==> config.mk <==
export PLATFORM = sky130hd
export DESIGN_NAME = color_temperature_pixel_unit
export DESIGN_NICKNAME = d
export VERILOG_FILES = /design/src/design/ctp_pkg.sv /design/src/design/ctp_adjust.sv /design/src/design/ctp_recip.sv /design/src/design/ctp_scale.sv /design/src/design/color_temperature_pixel_unit.sv
export VERILOG_INCLUDE_DIRS = /design/src /design/src/design
export SDC_FILE = /design/constraint.sdc
export NUM_CORES = 2
export LEC_CHECK = 0
export BUFFER_PORTS_ARGS = -buffer_cell sky130_fd_sc_hd__buf_4
export CORE_AREA = 8 8 321 323
export DETAILED_ROUTE_END_ITERATION = 10
export DIE_AREA = 0 0 329 331
export GPL_TIMING_DRIVEN = 0
export PLACE_DENSITY = 0.63
export SLEW_MARGIN = 20
export SYNTH_ARGS = -nofsm -noshare
export SYNTH_HDL_FRONTEND = slang
export SYNTH_HIERARCHICAL = 1
export SYNTH_SLANG_ARGS = --single-unit
==> constraint.sdc <==
create_clock -name clk -period 21.8 [get_ports clk]
set_input_delay 3.27 -clock clk [delete_from_list [all_inputs] [get_ports clk]]
set_output_delay 3.27 -clock clk [all_outputs]
set_load 0.01 [all_outputs]
==> src/design/color_temperature_pixel_unit_assert.svh <==
// ----------------------------------------------------------------------------
// Color temperature pixel unit - assertion macros
// Concurrent assertion helpers clocked on clk with reset rst_n.
// ----------------------------------------------------------------------------
`ifndef COLOR_TEMPERATURE_PIXEL_UNIT_ASSERT_SVH
`define COLOR_TEMPERATURE_PIXEL_UNIT_ASSERT_SVH

// same-cycle implication
`define CTP_ASSERT_IMPLY(label, ante, cons, msg) \
    label: assert property (@(posedge clk) disable iff (!rst_n) (ante) |-> (cons)) \
        else $error(msg);

// implication with a fixed delay
`define CTP_ASSERT_DELAY(label, ante, dly, cons, msg) \
    label: assert property (@(posedge clk) disable iff (!rst_n) (ante) |-> ##dly (cons)) \
        else $error(msg);

`endif

==> src/design/ctp_pkg.sv <==
// ----------------------------------------------------------------------------
// ctp_pkg
// Shared constants and pixel types of the color temperature pixel unit.
// ----------------------------------------------------------------------------
`default_nettype none

package ctp_pkg;

    localparam int CHAN_W      = 8;
    localparam int ADJ_W       = 9;
    localparam int SHIFT_W     = 9;
    localparam int FULL_SCALE  = 65280;
    localparam int WEIGHT_BASE = 256;
    localparam int RB_SHIFT    = 15;
    localparam int G_SHIFT     = 17;
    localparam int CHAN_MAX    = 255;

    typedef struct packed {
        logic [CHAN_W-1:0] r;
        logic [CHAN_W-1:0] g;
        logic [CHAN_W-1:0] b;
        logic [CHAN_W-1:0] a;
    } ctp_pix_t;

    // adjusted channels, clamped at zero, may exceed 255
    typedef struct packed {
        logic [ADJ_W-1:0]  r;
        logic [ADJ_W-1:0]  g;
        logic [ADJ_W-1:0]  b;
        logic [CHAN_W-1:0] a;
    } ctp_adj_t;

    // rescale info from the reciprocal stages
    typedef struct packed {
        logic              over;
        logic [CHAN_W-1:0] inv;
    } ctp_rescale_t;

endpackage

`default_nettype wire

==> src/design/ctp_adjust.sv <==
// ----------------------------------------------------------------------------
// ctp_adjust
// Stages 1-3: channel weight, weight times shift, shifted add with low clamp.
// ----------------------------------------------------------------------------
`default_nettype none

module ctp_adjust (
    input  wire logic                              clk,
    input  wire logic                              rst_n,
    input  wire logic                              in_valid,
    input  wire ctp_pkg::ctp_pix_t                 in_pix,
    input  wire logic signed [ctp_pkg::SHIFT_W-1:0] ts,
    output logic                                   out_valid,
    output ctp_pkg::ctp_adj_t                      out_adj
);
    import ctp_pkg::*;

    function automatic logic [14:0] weight(input logic [CHAN_W-1:0] c);
        logic [16:0] p;
        p = {9'b0, c} * (17'(WEIGHT_BASE) - {9'b0, c});
        return p[14:0];
    endfunction

    // stage 1
    logic                      v1_reg;
    ctp_pix_t                  pix1_reg;
    logic [14:0]               wr1_reg, wg1_reg, wb1_reg;
    logic signed [SHIFT_W-1:0] ts1_reg;

    // stage 2
    logic               v2_reg;
    ctp_pix_t           pix2_reg;
    logic signed [24:0] pr2_reg, pb2_reg;
    logic [22:0]        pg2_reg;

    logic signed [24:0] pr2_next, pb2_next;
    logic [22:0]        pg2_next;
    logic [7:0]         gs;

    // stage 3
    logic     v3_reg;
    ctp_adj_t adj3_reg;
    ctp_adj_t adj3_next;

    logic signed [24:0] sh_r, sh_b;
    logic [22:0]        sh_g;
    logic signed [10:0] nr, nb;

    always_comb
    begin
        gs       = ts1_reg[SHIFT_W-1] ? 8'd0 : ts1_reg[7:0];
        pr2_next = $signed({1'b0, wr1_reg}) * ts1_reg;
        pb2_next = $signed({1'b0, wb1_reg}) * ts1_reg;
        pg2_next = wg1_reg * gs;
    end

    always_comb
    begin
        sh_r = pr2_reg >>> RB_SHIFT;
        sh_b = pb2_reg >>> RB_SHIFT;
        sh_g = pg2_reg >> G_SHIFT;
        nr   = $signed({3'b0, pix2_reg.r}) + $signed(sh_r[10:0]);
        nb   = $signed({3'b0, pix2_reg.b}) - $signed(sh_b[10:0]);
        adj3_next.r = nr[10] ? 9'd0 : nr[8:0];
        adj3_next.b = nb[10] ? 9'd0 : nb[8:0];
        adj3_next.g = {1'b0, pix2_reg.g} + {3'b0, sh_g[5:0]};
        adj3_next.a = pix2_reg.a;
    end

    always_ff @(posedge clk or negedge rst_n)
    begin
        if (!rst_n)
        begin
            v1_reg <= 1'b0;
            v2_reg <= 1'b0;
            v3_reg <= 1'b0;
        end
        else
        begin
            v1_reg <= in_valid;
            v2_reg <= v1_reg;
            v3_reg <= v2_reg;
        end
    end

    always_ff @(posedge clk)
    begin
        pix1_reg <= in_pix;
        wr1_reg  <= weight(in_pix.r);
        wg1_reg  <= weight(in_pix.g);
        wb1_reg  <= weight(in_pix.b);
        ts1_reg  <= ts;
        pix2_reg <= pix1_reg;
        pr2_reg  <= pr2_next;
        pg2_reg  <= pg2_next;
        pb2_reg  <= pb2_next;
        adj3_reg <= adj3_next;
    end

    assign out_valid = v3_reg;
    assign out_adj   = adj3_reg;

endmodule

`default_nettype wire

==> src/design/ctp_recip.sv <==
// ----------------------------------------------------------------------------
// ctp_recip
// Stages 4-6: channel maximum, then 65280 / max as a restoring divider
// (divisor 256 when no channel exceeds 255), four quotient bits per stage.
// ----------------------------------------------------------------------------
`default_nettype none

module ctp_recip (
    input  wire logic               clk,
    input  wire logic               rst_n,
    input  wire logic               in_valid,
    input  wire ctp_pkg::ctp_adj_t  in_adj,
    output logic                    out_valid,
    output ctp_pkg::ctp_adj_t       out_adj,
    output ctp_pkg::ctp_rescale_t   out_rs
);
    import ctp_pkg::*;

    // stage 4
    logic             v4_reg, over4_reg;
    ctp_adj_t         adj4_reg;
    logic [ADJ_W-1:0] d4_reg;
    logic [ADJ_W-1:0] mx;
    logic             over4_next;

    // stage 5
    logic             v5_reg, over5_reg;
    ctp_adj_t         adj5_reg;
    logic [ADJ_W-1:0] d5_reg;
    logic [15:0]      rem5_reg;
    logic [3:0]       q5_reg;
    logic [16:0]      rem_a, trial_a;
    logic [3:0]       q_a;

    // stage 6
    logic         v6_reg;
    ctp_adj_t     adj6_reg;
    ctp_rescale_t rs6_reg;
    logic [16:0]  rem_b, trial_b;
    logic [3:0]   q_b;

    always_comb
    begin
        mx = in_adj.r;
        if (in_adj.g > mx)
            mx = in_adj.g;
        if (in_adj.b > mx)
            mx = in_adj.b;
        over4_next = (mx > ADJ_W'(CHAN_MAX));
    end

    always_comb
    begin
        rem_a   = 17'(FULL_SCALE);
        q_a     = 4'b0;
        trial_a = 17'b0;
        for (int i = 0; i < 4; i++)
        begin
            trial_a = {8'b0, d4_reg} << (7 - i);
            if (rem_a >= trial_a)
            begin
                rem_a      = rem_a - trial_a;
                q_a[3 - i] = 1'b1;
            end
        end
    end

    always_comb
    begin
        rem_b   = {1'b0, rem5_reg};
        q_b     = 4'b0;
        trial_b = 17'b0;
        for (int i = 0; i < 4; i++)
        begin
            trial_b = {8'b0, d5_reg} << (3 - i);
            if (rem_b >= trial_b)
            begin
                rem_b      = rem_b - trial_b;
                q_b[3 - i] = 1'b1;
            end
        end
    end

    always_ff @(posedge clk or negedge rst_n)
    begin
        if (!rst_n)
        begin
            v4_reg <= 1'b0;
            v5_reg <= 1'b0;
            v6_reg <= 1'b0;
        end
        else
        begin
            v4_reg <= in_valid;
            v5_reg <= v4_reg;
            v6_reg <= v5_reg;
        end
    end

    always_ff @(posedge clk)
    begin
        adj4_reg  <= in_adj;
        over4_reg <= over4_next;
        d4_reg    <= over4_next ? mx : ADJ_W'(WEIGHT_BASE);
        adj5_reg  <= adj4_reg;
        over5_reg <= over4_reg;
        d5_reg    <= d4_reg;
        rem5_reg  <= rem_a[15:0];
        q5_reg    <= q_a;
        adj6_reg  <= adj5_reg;
        rs6_reg   <= '{over: over5_reg, inv: {q5_reg, q_b}};
    end

    assign out_valid = v6_reg;
    assign out_adj   = adj6_reg;
    assign out_rs    = rs6_reg;

endmodule

`default_nettype wire

==> src/design/ctp_scale.sv <==
// ----------------------------------------------------------------------------
// ctp_scale
// Stage 7: optional rescale by the reciprocal, output register.
// ----------------------------------------------------------------------------
`default_nettype none

module ctp_scale (
    input  wire logic                 clk,
    input  wire logic                 rst_n,
    input  wire logic                 in_valid,
    input  wire ctp_pkg::ctp_adj_t    in_adj,
    input  wire ctp_pkg::ctp_rescale_t in_rs,
    output logic                      out_valid,
    output ctp_pkg::ctp_pix_t         out_pix
);
    import ctp_pkg::*;

    logic        v7_reg;
    ctp_pix_t    pix7_reg;
    ctp_pix_t    pix7_next;
    logic [16:0] sr, sg, sb;

    always_comb
    begin
        sr = in_adj.r * in_rs.inv;
        sg = in_adj.g * in_rs.inv;
        sb = in_adj.b * in_rs.inv;
        pix7_next.r = in_rs.over ? sr[15:8] : in_adj.r[7:0];
        pix7_next.g = in_rs.over ? sg[15:8] : in_adj.g[7:0];
        pix7_next.b = in_rs.over ? sb[15:8] : in_adj.b[7:0];
        pix7_next.a = in_adj.a;
    end

    always_ff @(posedge clk or negedge rst_n)
    begin
        if (!rst_n)
            v7_reg <= 1'b0;
        else
            v7_reg <= in_valid;
    end

    always_ff @(posedge clk)
    begin
        pix7_reg <= pix7_next;
    end

    assign out_valid = v7_reg;
    assign out_pix   = pix7_reg;

endmodule

`default_nettype wire

==> src/design/color_temperature_pixel_unit.sv <==
// ----------------------------------------------------------------------------
// color_temperature_pixel_unit
// Shifts the color temperature of one RGBA8 pixel per clock once out of reset.
// ----------------------------------------------------------------------------
// Usage:
//   Pixel in: a transfer happens at each clock edge with start high and busy
//   low. busy is high only during reset and the first cycle after it, so a
//   new pixel may be taken every cycle.
//   Result: done is high for one cycle with out_red..out_alpha. A pixel taken
//   passes through 7 register stages before its result shows: weight,
//   product, add/clamp, max, two divider stages, rescale.
//   Throughput is one pixel per clock once busy is low; no stage holds off another.
//   The receiver cannot stall; results are never held back.
//   Config: cfg_data is written to temp_shift when cfg_valid and cfg_ready are
//   both high; write it only while no pixel is in flight.
//   Reset: empties the pipeline and sets temp_shift to 0; no clearing pass.
// ----------------------------------------------------------------------------
`default_nettype none

`include "color_temperature_pixel_unit_assert.svh"

module color_temperature_pixel_unit (
    input  wire logic                               clk,
    input  wire logic                               rst_n,
    input  wire logic                               start,
    output logic                                    busy,
    input  wire logic [ctp_pkg::CHAN_W-1:0]         in_red,
    input  wire logic [ctp_pkg::CHAN_W-1:0]         in_green,
    input  wire logic [ctp_pkg::CHAN_W-1:0]         in_blue,
    input  wire logic [ctp_pkg::CHAN_W-1:0]         in_alpha,
    output logic                                    done,
    output logic [ctp_pkg::CHAN_W-1:0]              out_red,
    output logic [ctp_pkg::CHAN_W-1:0]              out_green,
    output logic [ctp_pkg::CHAN_W-1:0]              out_blue,
    output logic [ctp_pkg::CHAN_W-1:0]              out_alpha,
    input  wire logic                               cfg_valid,
    output logic                                    cfg_ready,
    input  wire logic signed [ctp_pkg::SHIFT_W-1:0] cfg_data
);
    import ctp_pkg::*;

    logic                      busy_reg;
    logic signed [SHIFT_W-1:0] temp_shift_reg;
    logic                      accept;
    ctp_pix_t                  in_pix;

    logic         adj_valid, rcp_valid;
    ctp_adj_t     adj, rcp_adj;
    ctp_rescale_t rcp_rs;
    ctp_pix_t     res_pix;

    assign accept    = start && !busy_reg;
    assign busy      = busy_reg;
    assign cfg_ready = !busy_reg;
    assign in_pix    = '{r: in_red, g: in_green, b: in_blue, a: in_alpha};

    always_ff @(posedge clk or negedge rst_n)
    begin
        if (!rst_n)
        begin
            busy_reg       <= 1'b1;
            temp_shift_reg <= '0;
        end
        else
        begin
            busy_reg <= 1'b0;
            if (cfg_valid && cfg_ready)
                temp_shift_reg <= cfg_data;
        end
    end

    ctp_adjust u_adjust (
        .clk       (clk),
        .rst_n     (rst_n),
        .in_valid  (accept),
        .in_pix    (in_pix),
        .ts        (temp_shift_reg),
        .out_valid (adj_valid),
        .out_adj   (adj)
    );

    ctp_recip u_recip (
        .clk       (clk),
        .rst_n     (rst_n),
        .in_valid  (adj_valid),
        .in_adj    (adj),
        .out_valid (rcp_valid),
        .out_adj   (rcp_adj),
        .out_rs    (rcp_rs)
    );

    ctp_scale u_scale (
        .clk       (clk),
        .rst_n     (rst_n),
        .in_valid  (rcp_valid),
        .in_adj    (rcp_adj),
        .in_rs     (rcp_rs),
        .out_valid (done),
        .out_pix   (res_pix)
    );

    assign out_red   = res_pix.r;
    assign out_green = res_pix.g;
    assign out_blue  = res_pix.b;
    assign out_alpha = res_pix.a;

    `CTP_ASSERT_DELAY(a_latency, start && !busy, 7, done, "transfer without result")
    `CTP_ASSERT_IMPLY(a_no_spurious, done, $past(start && !busy, 7), "result without transfer")
    `CTP_ASSERT_IMPLY(a_alpha_align, done, out_alpha == $past(in_alpha, 7), "alpha misaligned")
    `CTP_ASSERT_IMPLY(a_rescale_range, rcp_valid && rcp_rs.over, rcp_rs.inv[7] == 1'b1,
                      "reciprocal out of range")

endmodule

`default_nettype wire

[After elaboration in Yosys (flattened, before gate mapping)]
Index checks and enable logic that the tools add are counted.
Word-level totals
  bits in registers: 429
  output and inout port bits: 35
  word-level logic and storage cells: 109
  input port bits: 45
Cells by class
  multiplexer cells: 21
  $mul: 9
  add/subtract/negate cells: 13
  reductions and logical operators: 3
  magnitude comparators: 11
Operators with widths (count)
  2-to-1 mux 17 bit: 6
  multiplier 8 x 17 -> 15 bit: 3
  multiplier 16 x 9 -> 25 bit: 2
  multiplier 9 x 8 -> 16 bit: 3
  2-to-1 mux 8 bit: 4
  subtractor 9 x 8 -> 10 bit (first input constant): 3
  multiplier 15 x 8 -> 23 bit: 1
  greater-than comparator 9 bit: 2
  2-to-1 mux 9 bit: 2
  greater-or-equal comparator 17 x 10 -> 1 bit: 1
  greater-or-equal comparator 17 x 11 -> 1 bit: 1
  greater-or-equal comparator 17 x 13 -> 1 bit: 1
  greater-or-equal comparator 17 x 14 -> 1 bit: 1
  greater-or-equal comparator 17 x 15 -> 1 bit: 1
  greater-or-equal comparator 17 x 9 -> 1 bit: 1
  subtractor 16 x 12 -> 17 bit: 1
  subtractor 16 x 16 -> 17 bit (first input constant): 1
  subtractor 17 x 10 -> 17 bit: 1
  subtractor 17 x 11 -> 17 bit: 1
  subtractor 17 x 14 -> 17 bit: 1
  subtractor 17 x 15 -> 17 bit: 1
  greater-or-equal comparator 16 x 12 -> 1 bit: 1
  greater-or-equal comparator 16 bit (first input constant): 1
  2-to-1 mux 16 bit: 1
  other kinds (8): 16

[Depth between registers and ports, before layout]
  depth after elaboration: 8
  mapped depth: 42
  gate-level depth less buffers: 42

[By module]
Netlist, hierarchy kept.
By module, submodules not included
  ctp_adjust: seq. area each 3598.5 µm², area each 23179.7 µm², cells an instance 2425, times used 1
  ctp_recip: seq. area each 3078.0 µm², area each 7706.1 µm², cells an instance 790, times used 1
  ctp_scale: seq. area each 665.6 µm², area each 7551.0 µm², cells an instance 840, times used 1
  color_temperature_pixel_unit: seq. area each 251.5 µm², area each 417.9 µm², cells an instance 24, times used 1

[Worst setup path before layout]
Ideal clock, no wire load.
  kind: register to register
  from: register u_recip.d5_reg[0]
  to: register u_recip.rs6_reg, in the netlist u_recip/out_rs[0]
  data required time: 21672 ps
  path slack: 13572 ps
  library setup time: 128 ps
  data arrival time: 8101 ps
  buffers on the path: 1
  clock period less this slack: 8228 ps
  cell stages (with the launch flop): 39
  path through: dfxtp_1 inv_2 fa_1 a211oi_2 o31a_1 o211a_4 buf_2 o21ai_0 ha_1 a21o_1 a21oi_1 o21ai_1 o31ai_1 and2_1 and2_1 and2_2 a211oi_1 a21o_1 [... 3 more ...] o41a_1 a21o_1 a21o_1 a21o_1 a221oi_2 nand4_2 a211oi_4 mux2_4 ha_1 o21a_1 o21a_1 o21a_1 o21a_1 o21a_1 o21ai_0 nand2_1 a211oi_1 nand4_1
On the way
  longest elaborated chain between the ends: 8
  elaborated cells on any way between the ends: 11
  those cells by class: 3 x add/sub; 4 x order compare; 4 x mux
Ends and longest elaborated chain
  start, declared: line ctp_recip.sv:29  | logic [ADJ_W-1:0] d5_reg;
  start signal, assigned: line ctp_recip.sv:107  | d5_reg <= d4_reg;
  subtractor 16 x 12 -> 17 bit / greater-or-equal comparator 16 x 12 -> 1 bit (equally long branches): line ctp_recip.sv:78, ctp_recip.sv:76
  2-to-1 mux 17 bit: line ctp_recip.sv:76  | if (rem_b >= trial_b)
  subtractor 17 x 11 -> 17 bit / greater-or-equal comparator 17 x 11 -> 1 bit (equally long branches): line ctp_recip.sv:78, ctp_recip.sv:76
  2-to-1 mux 17 bit: line ctp_recip.sv:76
  subtractor 17 x 10 -> 17 bit / greater-or-equal comparator 17 x 10 -> 1 bit (equally long branches): line ctp_recip.sv:78, ctp_recip.sv:76
  2-to-1 mux 17 bit: line ctp_recip.sv:76
  greater-or-equal comparator 17 x 9 -> 1 bit (*): line ctp_recip.sv:76
  2-to-1 mux 1 bit (*): line ctp_recip.sv:76
  named net u_recip.q_b[0]: line ctp_recip.sv:40  | logic [3:0] q_b;
  end signal, assigned: line ctp_recip.sv:111  | rs6_reg <= '{over: over5_reg, inv: {q5_reg, q_b}};
  end, declared: line ctp_recip.sv:38  | ctp_rescale_t rs6_reg;
The timed path passes the listed nets; every way through them passes the cells marked *.
A chain may end at the register's enable or synchronous reset.

[Worst setup path after layout]
Ends and elaborated chain as after synthesis.

==> reports/metrics.csv <==
stage;metric;value;unit
run_status;outcome;finished, final reports clean;
cells_and_area;diodes inserted;0;
place;Port Buf Inserts;79;
drt;final WL;87.3;mm
cells_and_area;non-filler cells in the finished layout;5533;
clocking;CTS tree;yes;
logic_synthesis;register area share after synthesis;0.195;
run;max_cap viols;0;
clocking;# hold bufs at CTS;0;
critical_path;critical path type;flip-flop to flip-flop;
global_routing;initial antenna violation count;0;
global_routing;vias in the first global route;28400;
min_path;Min-Delay Path Class;flip-flop to flip-flop;
sta;Final Max Slew Viols;0;
global_routing;largest net degree at the start of global routing;18;
critical_path;delay of the slowest cell on the worst path;630;ps
floorplanning;die area;0.109;mm²
clocking;CTS resizes;0;
critical_path;Reg-to-Reg Start;u_recip/d5_reg[0]$_DFF_P_;
place;Setup Slack @ Placement;12260;ps
drt;Pre-Repair DR Iteration Count;5;
floorplanning;Initial Utilization;0.398;
global_routing;grt total ovfl;0;
critical_path;Worst setup EP type;flip-flop;
logic_synthesis;cell taking the most area after synthesis;fa_1;
sta;f_max;0.104;GHz
logic_synthesis;Yosys reg bits;375;
logic_synthesis;syn avg cell area;9.53;µm²
floorplanning;Top-Level Pins;80;
logic_synthesis;Yosys warnings;6;
sta;Fin Clk Skew;36.1;ps
cells_and_area;fin util;0.437;
floorplanning;core area;0.0977;mm²
logic_synthesis;synthesized netlist cell count;4079;
sta;final setup vio count;0;
logic_synthesis;Unique masters post-synth;107;
critical_path;WP data arrival;10050;ps
sta;Final min period;9630;ps
drt;vias per std cell;4.92;
clocking;Root Driver;clkbuf_16;
floorplanning;row cnt;115;
sta;final hold vios;0;
logic_synthesis;Yosys top cell area share;0.261;
cells_and_area;filler cell count;9470;
drt;WL per Instance;15.8;µm
sta;fin crit share;0.442;
min_path;Hold Path Depth;0;
clocking;TritonCTS Buffers;42;
critical_path;Critical Path Source;u_recip/d5_reg[0]$_DFF_P_;
logic_synthesis;synthesized cell area;0.0389;mm²
cells_and_area;P&R area growth vs syn;9.82;%
logic_synthesis;Synth area leaders;fa_1, dfxtp_1, ha_1, inv_1, and2_1;
critical_path;Startpoint Class;flip-flop;
cells_and_area;Final #Nets;5255;
sta;Slew @ Worst Pin;915;ps
drt;DRT antenna net count;0;
critical_path;WP data required;22220;ps
sta;normalized max-slew margin;0.386;
global_routing;Tot GR Track Use;0.163;
clocking;H-tree Lvls;2;
clocking;setup bufs post-CTS;0;
sta;post-route setup slack;12170;ps
critical_path;Max FO, Critical Path;10;
place;Detail Placement HPWL;70.2;mm
clocking;CTS clk-pin slew, worst paths;60;ps
cells_and_area;most frequent cells in the layout;inv_1, fa_1, ha_1;
critical_path;Reg2Reg Depth;38;
logic_synthesis;EDFF count, synth;0;
sta;setup tns final;0;ps
place;RePlAce Congestion;0.848;
clocking;clock tree sinks;375;
floorplanning;Die X;329;µm
drt;detailed router's first-iteration violation count;1251;
cells_and_area;share of cells above drive strength 1;0.0612;
cells_and_area;commonest non-fill, non-tap cell in the layout;inv_1;
floorplanning;DIE HEIGHT;331;µm
clocking;worst skew pair latency;600;ps
clocking;Clock Tree Buf Depth;3;
min_path;Hold Startpoint;u_adjust/pix1_reg[20]$_DFF_P_;
sta;RSZ-0062 raised after global routing;false;
drt;vias;27200;
place;placed insts;5455;
critical_path;most frequent CP cell;o21a_1;
critical_path;Max stage delay cell, worst path;a211oi_4;
global_routing;global-route wire length before repair;146;mm
logic_synthesis;Post-synth top flop;dfxtp_1;
logic_synthesis;Async SR Flop Fraction;0.0453;
drt;# DRC;0;
[kinds of logic after synthesis]
group	share of synthesized area
adders and majority gates	0.419
and+or+nand+nor	0.173
DFF	0.195
muxes	0.0161
buffers and inverters	0.0787
AOI/OAI and AO/OA	0.0857
other	0.000386
xor gates and xnor gates	0.0319
[through the flow]
stage,instance area [µm²],hold WS (ps)
floorplan,38900,310
global placement,41100,310
detailed placement,41100,312
CTS,42700,318
global route,42700,319
finish,42700,321
[worst paths after layout]
kind	endpoint	slack, ps
max	u_recip/out_rs[0]$_DFF_P_	12170
min	u_adjust/pix2_reg[20]$_DFF_P_	320
max reg2reg	u_recip/out_rs[0]$_DFF_P_	12170
min reg2reg	u_adjust/pix2_reg[20]$_DFF_P_	320
max in group asynchronous	busy$_DFF_PN1_	19030
min in group asynchronous	u_adjust/v1_reg$_DFF_PN0_	2530
[metal layers]
metal	track usage	part of all wire	vias up
met3	0.0217	0.038	102
met2	0.286	0.48	438
met1	0.216	0.46	13400
li1	-	-	13300
met4	0.0348	0.019	0
met5	0	0	-
[cells in the mapped netlist, drive strengths merged, types with 12 or more instances]
library cell  count
a211oi           36
a21boi           12
a21o             61
a21oi           122
a31oi            19
and2            407
clkbuf           85
dfrtp            16
dfxtp           358
fa              506
ha              492
inv             713
mux2             35
mux2i            17
nand2           304
nand2b           85
nand3            34
nand4            26
nor2            113
nor2b           114
nor3             39
o21a             31
o21ai            96
or3              21
xnor2            99
xor2             39
[layout make-up]
cell class | count | area (µm²) | share of cell area
multi-input combinational | 2904 | 28200 | 0.662
sequential | 375 | 7590 | 0.178
inverter | 714 | 2680 | 0.0628
tap | 1287 | 1610 | 0.0377
clock buffer | 51 | 1160 | 0.0273
timing repair buffer | 79 | 593 | 0.0139
clock inverter | 27 | 404 | 0.00947
buffer | 96 | 377 | 0.00883
[critical path: cells and delay by family (launching register included)]
kind | cells | cell delay [ps]
AOI/OAI and AO/OA | 23 | 5160
adders and majority gates | 4 | 1510
buffers and inverters | 3 | 720
DFF | 1 | 450
muxes | 1 | 350
and+or+nand+nor | 7 | 1270
Power is left out: the tool's default activity adds up to more than one toggle a clock period on the data nets, which glitch-free logic cannot reach.
